==> config.mk <==
export PLATFORM = sky130hd
export DESIGN_NAME = plbu_ladder
export DESIGN_NICKNAME = d
export VERILOG_FILES = /design/src/hdl/plbu_pkg.sv /design/src/hdl/plbu_cell.sv /design/src/hdl/plbu_ladder.sv
export SDC_FILE = /design/constraint.sdc
export NUM_CORES = 2
export LEC_CHECK = 0
export BUFFER_PORTS_ARGS = -buffer_cell sky130_fd_sc_hd__buf_2
export CORE_UTILIZATION = 50
export CTS_CLUSTER_SIZE = 12
export DETAILED_ROUTE_END_ITERATION = 10
export PLACE_DENSITY = 0.7
export SLEW_MARGIN = 10
export SYNTH_ARGS = -nofsm -noshare
export SYNTH_HDL_FRONTEND = slang
export SYNTH_SLANG_ARGS = --single-unit
==> constraint.sdc <==
create_clock -name clk -period 9.6 [get_ports clk]
set_input_delay 0.48 -clock clk [delete_from_list [all_inputs] [get_ports clk]]
set_output_delay 0.48 -clock clk [all_outputs]
set_load 0.005 [all_outputs]
==> src/hdl/plbu_pkg.sv <==
`timescale 1ns / 1ps
package plbu_pkg;

  localparam int BOOK_DEPTH_DEF = 10;
  localparam int PRICE_W = 64;
  localparam int QTY_W = 31;
  localparam int LEVEL_W = 8;
  localparam int OP_W = 3;
  localparam int STATUS_W = 3;
  localparam int LEVELS_W = 4;

  typedef enum logic [OP_W-1:0] {
    OP_ADD      = 3'd0,
    OP_UPDATE   = 3'd1,
    OP_DELETE   = 3'd2,
    OP_DEL_FROM = 3'd3,
    OP_DEL_THRU = 3'd4,
    OP_CLEAR    = 3'd5
  } op_t;

  typedef enum logic [STATUS_W-1:0] {
    ST_OK       = 3'd0,
    ST_RANGE    = 3'd1,
    ST_MISMATCH = 3'd2,
    ST_THRU     = 3'd3,
    ST_DROPPED  = 3'd4
  } status_t;

  // Command broadcast to every cell of one ladder.
  typedef struct packed {
    logic               insert;
    logic               update;
    logic               remove;
    logic [LEVEL_W-1:0] idx;
  } cell_cmd_t;

endpackage

==> src/hdl/plbu_cell.sv <==
`timescale 1ns / 1ps
module plbu_cell
  import plbu_pkg::*;
#(
  parameter int POS = 0
) (
  input  logic                      clk,
  input  cell_cmd_t                 cmd,
  input  logic signed [PRICE_W-1:0] in_price,
  input  logic [QTY_W-1:0]          in_qty,
  input  logic signed [PRICE_W-1:0] prev_price,
  input  logic [QTY_W-1:0]          prev_qty,
  input  logic signed [PRICE_W-1:0] next_price,
  input  logic [QTY_W-1:0]          next_qty,
  output logic signed [PRICE_W-1:0] price,
  output logic [QTY_W-1:0]          qty,
  output logic                      match
);

  logic signed [PRICE_W-1:0] price_r, price_nxt;
  logic [QTY_W-1:0]          qty_r, qty_nxt;
  logic                      at_idx, past_idx;

  assign at_idx   = (cmd.idx == LEVEL_W'(POS));
  assign past_idx = (LEVEL_W'(POS) > cmd.idx);

  always_comb begin
    price_nxt = price_r;
    qty_nxt   = qty_r;
    if (cmd.insert) begin
      if (at_idx) begin
        price_nxt = in_price;
        qty_nxt   = in_qty;
      end else if (past_idx) begin
        price_nxt = prev_price;
        qty_nxt   = prev_qty;
      end
    end else if (cmd.update) begin
      if (at_idx) qty_nxt = in_qty;
    end else if (cmd.remove) begin
      if (at_idx || past_idx) begin
        price_nxt = next_price;
        qty_nxt   = next_qty;
      end
    end
  end

  always_ff @(posedge clk) begin
    price_r <= price_nxt;
    qty_r   <= qty_nxt;
  end

  assign price = price_r;
  assign qty   = qty_r;
  assign match = (price_r == in_price);

endmodule

==> src/hdl/plbu_ladder.sv <==
`timescale 1ns / 1ps
module plbu_ladder
  import plbu_pkg::*;
#(
  parameter int BOOK_DEPTH = BOOK_DEPTH_DEF
) (
  input  logic                      clk,
  input  cell_cmd_t                 cmd,
  input  logic signed [PRICE_W-1:0] in_price,
  input  logic [QTY_W-1:0]          in_qty,
  output logic signed [PRICE_W-1:0] top_price,
  output logic [QTY_W-1:0]          top_qty,
  output logic [BOOK_DEPTH-1:0]     match_vec
);

  logic signed [PRICE_W-1:0] price_a [BOOK_DEPTH];
  logic [QTY_W-1:0]          qty_a   [BOOK_DEPTH];

  for (genvar g = 0; g < BOOK_DEPTH; g++) begin : g_cell
    logic signed [PRICE_W-1:0] prev_p, next_p;
    logic [QTY_W-1:0]          prev_q, next_q;

    // ends of the chain fold back on the input or on the cell itself
    if (g == 0) begin : g_first
      assign prev_p = in_price;
      assign prev_q = in_qty;
    end else begin : g_mid_prev
      assign prev_p = price_a[g-1];
      assign prev_q = qty_a[g-1];
    end
    if (g == BOOK_DEPTH - 1) begin : g_last
      assign next_p = price_a[g];
      assign next_q = qty_a[g];
    end else begin : g_mid_next
      assign next_p = price_a[g+1];
      assign next_q = qty_a[g+1];
    end

    plbu_cell #(.POS(g)) u_cell (
      .clk        (clk),
      .cmd        (cmd),
      .in_price   (in_price),
      .in_qty     (in_qty),
      .prev_price (prev_p),
      .prev_qty   (prev_q),
      .next_price (next_p),
      .next_qty   (next_q),
      .price      (price_a[g]),
      .qty        (qty_a[g]),
      .match      (match_vec[g])
    );
  end

  assign top_price = price_a[0];
  assign top_qty   = qty_a[0];

endmodule

# [Word-level counts from Yosys, hierarchy flattened]
# Index checks and enable logic that the tools add are counted.
[classes] mux=124 n_reduce_logical=53 n_lt_le_gt_ge=10 eq_ne=38
[op_table] operator="two-way mux 64 bit" n=56
[op_table] operator="two-way mux 31 bit" n=68
[op_table] operator="equality test 64 bit" n=10
[op_table] operator="AND reduction 4 bit" n=18
[op_table] operator="!= test 3 x 1 -> 1 bit (second input constant)" n=18
[op_table] operator="equality test 8 x 3 -> 1 bit (second input constant)" n=4
[op_table] operator="greater-than comparator 3 x 8 -> 1 bit (first input constant)" n=4
[op_table] operator="nonzero test 3 bit" n=10
[op_table] operator="nonzero test 2 bit" n=13
[op_table] operator="equality test 8 x 2 -> 1 bit (second input constant)" n=2
[op_table] operator="equality test 8 x 4 -> 1 bit (second input constant)" n=2
[op_table] operator="greater-than comparator 1 x 8 -> 1 bit (first input constant)" n=2
[op_table] operator="greater-than comparator 2 x 8 -> 1 bit (first input constant)" n=2
[op_table] operator="greater-than comparator 4 x 8 -> 1 bit (first input constant)" n=2
[op_table] operator="logical OR 1 bit" n=9
[op_table] operator="equality test 8 x 1 -> 1 bit (second input constant)" n=1
[op_table] operator="logical NOT 8 bit" n=1
[op_table] operator="AND reduction 3 bit" n=1
[op_table] operator="!= test 2 x 1 -> 1 bit (second input constant)" n=1
[op_table] operator="AND reduction 2 bit" n=1
[totals] register_bits=950 in_bits=107

# [Logic depth before layout (Yosys ltp)]
[depth] ltp_word=6 depth_mapped=8 depth_no_buf=4

# [Modules after synthesis]
# A second synthesis with hierarchy kept.
[unflattened] hier_cells=6501 area_unflattened_um2=58199.6
[modules_own_cells] mod="plbu_cell at g_cell[8].u_cell" instances=1 cells_per_inst=651 seq_area_each_um2=2852.7 area_each_um2=5836.8
[modules_own_cells] mod="plbu_cell at g_cell[6].u_cell" instances=1 cells_per_inst=650 seq_area_each_um2=2852.7 area_each_um2=5833.1
[modules_own_cells] mod="plbu_cell at g_cell[9].u_cell" instances=1 cells_per_inst=650 seq_area_each_um2=2852.7 area_each_um2=5826.8
[modules_own_cells] mod="plbu_cell at g_cell[7].u_cell" instances=1 cells_per_inst=650 seq_area_each_um2=2852.7 area_each_um2=5823.1
[modules_own_cells] mod="plbu_cell at g_cell[5].u_cell" instances=1 cells_per_inst=652 seq_area_each_um2=2852.7 area_each_um2=5821.8
[modules_own_cells] mod="plbu_cell at g_cell[3].u_cell" instances=1 cells_per_inst=649 seq_area_each_um2=2852.7 area_each_um2=5818.1
[modules_own_cells] mod="plbu_cell at g_cell[2].u_cell" instances=1 cells_per_inst=649 seq_area_each_um2=2852.7 area_each_um2=5815.6
[modules_own_cells] mod="plbu_cell at g_cell[4].u_cell" instances=1 cells_per_inst=652 seq_area_each_um2=2852.7 area_each_um2=5814.3
[modules_own_cells] mod="plbu_cell at g_cell[1].u_cell" instances=1 cells_per_inst=649 seq_area_each_um2=2852.7 area_each_um2=5811.8
[modules_own_cells] mod="plbu_cell at g_cell[0].u_cell" instances=1 cells_per_inst=649 seq_area_each_um2=2852.7 area_each_um2=5798.1

# [Worst setup path before layout]
# No wires, ideal clock.
[synth_timing] path_type="input port to flip-flop" from="in cmd[7] (netlist bit)" to="reg g_cell[0].u_cell.price_r[0] (enable)" required_time_ps=8956 t_arrival_ps=7740 path_slack_ps=1216 n_path_buf=2 path_stages=5 setup_ps=644 cell_sequence="or4_1 buf_2 or3_1 clkbuf_1 nor4_1"
[synth_via] elab_chain_len=4 elab_cells_between_ends=6 cone_classes="order compare: 1; eq/ne: 1; reduce/logical: 4"
[synth_lines] item="from (decl)" line_no="plbu_ladder.sv:8" text="input cell_cmd_t cmd,"
[synth_lines] item="greater-than comparator 1 x 8 -> 1 bit / logical NOT 8 bit (equally long branches)" line_no="plbu_cell.sv:25, plbu_cell.sv:24"
[synth_lines] item="logical OR 1 bit" line_no="plbu_cell.sv:41" text="if (at_idx || past_idx) begin"
[synth_lines] item="nonzero test 2 bit (no line)"
[synth_lines] item="AND reduction 4 bit (no line) (*)"
[synth_lines] item="to (signal assigned)" line_no="plbu_cell.sv:49" text="price_r <= price_nxt;"
[synth_lines] item="to (decl)" line_no="plbu_cell.sv:20" text="logic signed [PRICE_W-1:0] price_r, price_nxt;"
# Mark *: on every way between the ends. The rest lies on a longest branch, timed or not.
# A chain may end at the register's enable or synchronous reset.

# [Worst setup path after layout]
[layout_timing] from="reg g_cell[1].u_cell.price_r[20]" to="out match_vec[1]"
[layout_via] elab_chain_len=1
[layout_lines] item="from (decl)" line_no="plbu_cell.sv:20"
[layout_lines] item="from (signal assigned)" line_no="plbu_cell.sv:49"
[layout_lines] item="equality test 64 bit" line_no="plbu_cell.sv:55" text="assign match = (price_r == in_price);"
[layout_lines] item="to (decl)" line_no="plbu_ladder.sv:13" text="output logic [BOOK_DEPTH-1:0] match_vec"
# Every way passes these cells.

==> flow_summary.json <==
{
  "outcome": "complete, but fails checks",
  "failed_checks": "capacitance limit, slew limit",
  "synthToLayoutAreaGrowth_pct": 8.81,
  "die_w_um": 333,
  "grt_use_met2_pct": 40.9,
  "crit_fanout": 3,
  "via_per_inst": 6.24,
  "fp-row-count": 121,
  "io_pins": 212,
  "async_flop_share_pct": 0,
  "vias": 40000,
  "core_um2": 109000,
  "drt_iter0_drc": 4571,
  "synth-warning-count": 0,
  "ctsRootBufferMaster": "clkbuf_16",
  "crit_path_start_kind": "flip-flop",
  "holdWs_ns": 0.105,
  "tightest_slew_ns": 1.49,
  "fmax_mhz": 217,
  "synth_ff_type": "edfxtp_1",
  "power_density_nw_per_um2": 154,
  "multi_input_area_um2": 24600,
  "insertion_delay_ns": 0.72,
  "syn_area_per_cell_um2": 11.0,
  "cts.repair.resized": 0,
  "grt.busiest_layer": "met2",
  "worstHoldStart": "in_qty[2]",
  "cts_buffer_depth": 3,
  "dieArea_um2": 111000,
  "hold_path_end": "g_cell[9].u_cell.qty[2]",
  "slew_headroom_pct": -0.160,
  "worstSetupPathType": "reg -> out",
  "drc_errors": 0,
  "nNetsFinal": 5007,
  "clk_pin_slew_ns": 0.06,
  "first_global_vias": 37700,
  "tns_ns": 0,
  "grt_use_met1_pct": 38.1,
  "overflow": 0,
  "synthesis.nets": 5107,
  "seq_area_um2": 28500,
  "dp_hpwl_um": 98400,
  "ys_seq_area_share_pct": 51.9,
  "first_pass_iters": 6,
  "setup.worst_path.start": "g_cell[1].u_cell.price[20]",
  "h-tree-depth": 3,
  "wl_per_cell_um": 24.5,
  "p_leak_nw": 22.8,
  "drv_cap": 1,
  "rsz0062_at_grt": "no",
  "initial_utilization_pct": 50.5,
  "drive_gt1_share_pct": 12.7,
  "syn_inst": 5000,
  "synth_edf_count": 950,
  "rrSetupSlack_ns": 8.41,
  "clock_sinks": 950,
  "grt_antenna_before_repair": 33,
  "cts_hold_buffers": 0,
  "cts_tree": "built",
  "ant_nets": 0,
  "grt_max_degree": 230,
  "finalSetupViolCount": 0,
  "cp.required_ns": 9.12,
  "grtUsageTotal_pct": 27.6,
  "fill_cells": 9138,
  "critPathArrivalTime_ns": 4.12,
  "r2r_end": "g_cell[1].u_cell.price[50]",
  "hold_class": "in -> reg",
  "rr_startpoint": "g_cell[0].u_cell.price[50]",
  "reg2regPathDepth": 2,
  "fin_crit_sh_pct": 48.0,
  "dieHeight_um": 333,
  "grt_pass1_wl_um": 235000,
  "vdd_drop_max_uv": 152,
  "layout_min_cycle_time_ns": 4.60,
  "numPortBuffers": 211,
  "holdPathStages": 2,
  "drt_wl_total_um": 157000,
  "synth_cell_types": 42,
  "use_met3_pct": 8.32,
  "postCtsSetupBuffers": 0,
  "netlist_area_um2": 54900,
  "hold_viol_final": 0,
  "endpoint_kind": "output port",
  "synth-seq-cells": 950,
  "gp_congestion": 0.943,
  "cts_buffers": 106,
  "maxSlewViolCount": 1,
  "clock_skew_ns": 0.0292
}
[critical path, cell delays in order, from the launching register on]
cell	delay (ns)
edfxtp_1	0.43
xor2_1	0.18
nor4_1	0.79
nand4_1	0.47
nor4_1	1.26
buf_2	0.28
[cells in the final DEF, fill, tap and decap left out, types with 24 or more instances in the layout]
cell type,netlist,final
nand2b_1,33,33
xor2_1,640,640
nand4_1,42,42
mux2i_1,567,567
buf_4,12,54
o21ai_0,245,245
nor4_1,172,169
clkbuf_16,0,106
a31oi_1,130,130
clkinv_1,1,24
buf_2,62,209
o221ai_1,150,150
edfxtp_1,950,950
nand3_1,155,154
nand2_1,298,297
nor2_1,520,517
a21oi_1,392,387
clkbuf_1,318,27
mux2_2,189,189
[final cells by class]
class | instances | share of cell area, %
antenna | 10 | 0.0419
clock buffer | 133 | 4.61
clock inverter | 57 | 0.817
inverter | 3 | 0.0188
multi-input combinational | 3571 | 41.2
sequential | 950 | 47.7
tap | 1414 | 2.96
timing repair buffer | 268 | 2.57
[worst max-delay path by stage]
| stage | depth (start not counted) | slack (ns) | to |
|---|---|---|---|
| finish | 5 | 5.00 | match_vec[1] |
| global placement | 6 | 4.96 | g_cell[9].u_cell.qty[6] |
| detailed placement | 6 | 4.87 | g_cell[9].u_cell.qty[9] |
| global route | 5 | 5.23 | match_vec[0] |
| CTS | 5 | 5.30 | match_vec[0] |
| floorplan | 5 | 1.22 | g_cell[0].u_cell.price[0] |
[state kept, by name (all words and copies together), names as in the netlist]
signal               flops
g_cell.u_cell.qty      310
g_cell.u_cell.price    640
[report_power, final]
group / internal, mW / switching, mW
logic: 0.241 / 0.460
clock network: 2.17 / 1.75
registers: 4.59 / 0.0173
[routing by layer]
layer / share of wire [%] / up-vias / wire (µm)
li1: - / 18300 / -
met1: 42 / 19600 / 65800
met2: 44 / 1763 / 68700
met3: 11 / 296 / 16600
met4: 3.6 / 30 / 5630
met5: 0.12 / - / 190
[cells in the mapped netlist (all sizes together) (2+ instances only)]
cell | number | area, µm²
nor4 | 174 | 1120
a21oi | 392 | 1960
edfxtp | 950 | 28500
nor2 | 520 | 1950
mux2 | 189 | 2130
nor3b | 2 | 15.0
o211ai | 2 | 15.0
nor3 | 7 | 35.0
a31oi | 130 | 813
buf | 158 | 761
xor2 | 640 | 5610
inv | 2 | 7.51
a311o | 3 | 30.0
or4 | 5 | 37.5
nand2b | 33 | 206
nand4 | 42 | 263
o21ai | 246 | 1230
mux2i | 567 | 5680
nand3 | 155 | 776
clkbuf | 318 | 1190
a2111oi | 2 | 17.5
o221ai | 150 | 1310
nand2 | 298 | 1120
a32oi | 2 | 17.5
[per-stage QoR]
step,instances,setup slack [ns],instance area (µm²),total power [mW],util (%)
2_1_floorplan,5000,1.22,54900,5.22,-
6_report,6406,5.00,59800,9.22,54.9
5_1_grt,6402,5.23,59700,9.48,54.9
4_1_cts,6396,5.30,59700,9.26,54.9
3_5_place_dp,6206,4.87,56500,5.38,51.9
3_3_place_gp,6206,4.96,56500,5.36,51.9
[kinds of logic (layout without fill, tap and decap cells)]
logic type                Yosys count  after routing  synth area share, %
and+or+nand+nor                  1241           1241                 10.1
buffers and inverters             479            461                 3.58
AOI/OAI and AO/OA                 934            934                 9.94
other                               0             10                    0
DFF                               950            950                 51.9
muxes                             756            756                 14.2
xor gates and xnor gates          640            640                 10.2
Power figures use the tool's default switching activity.
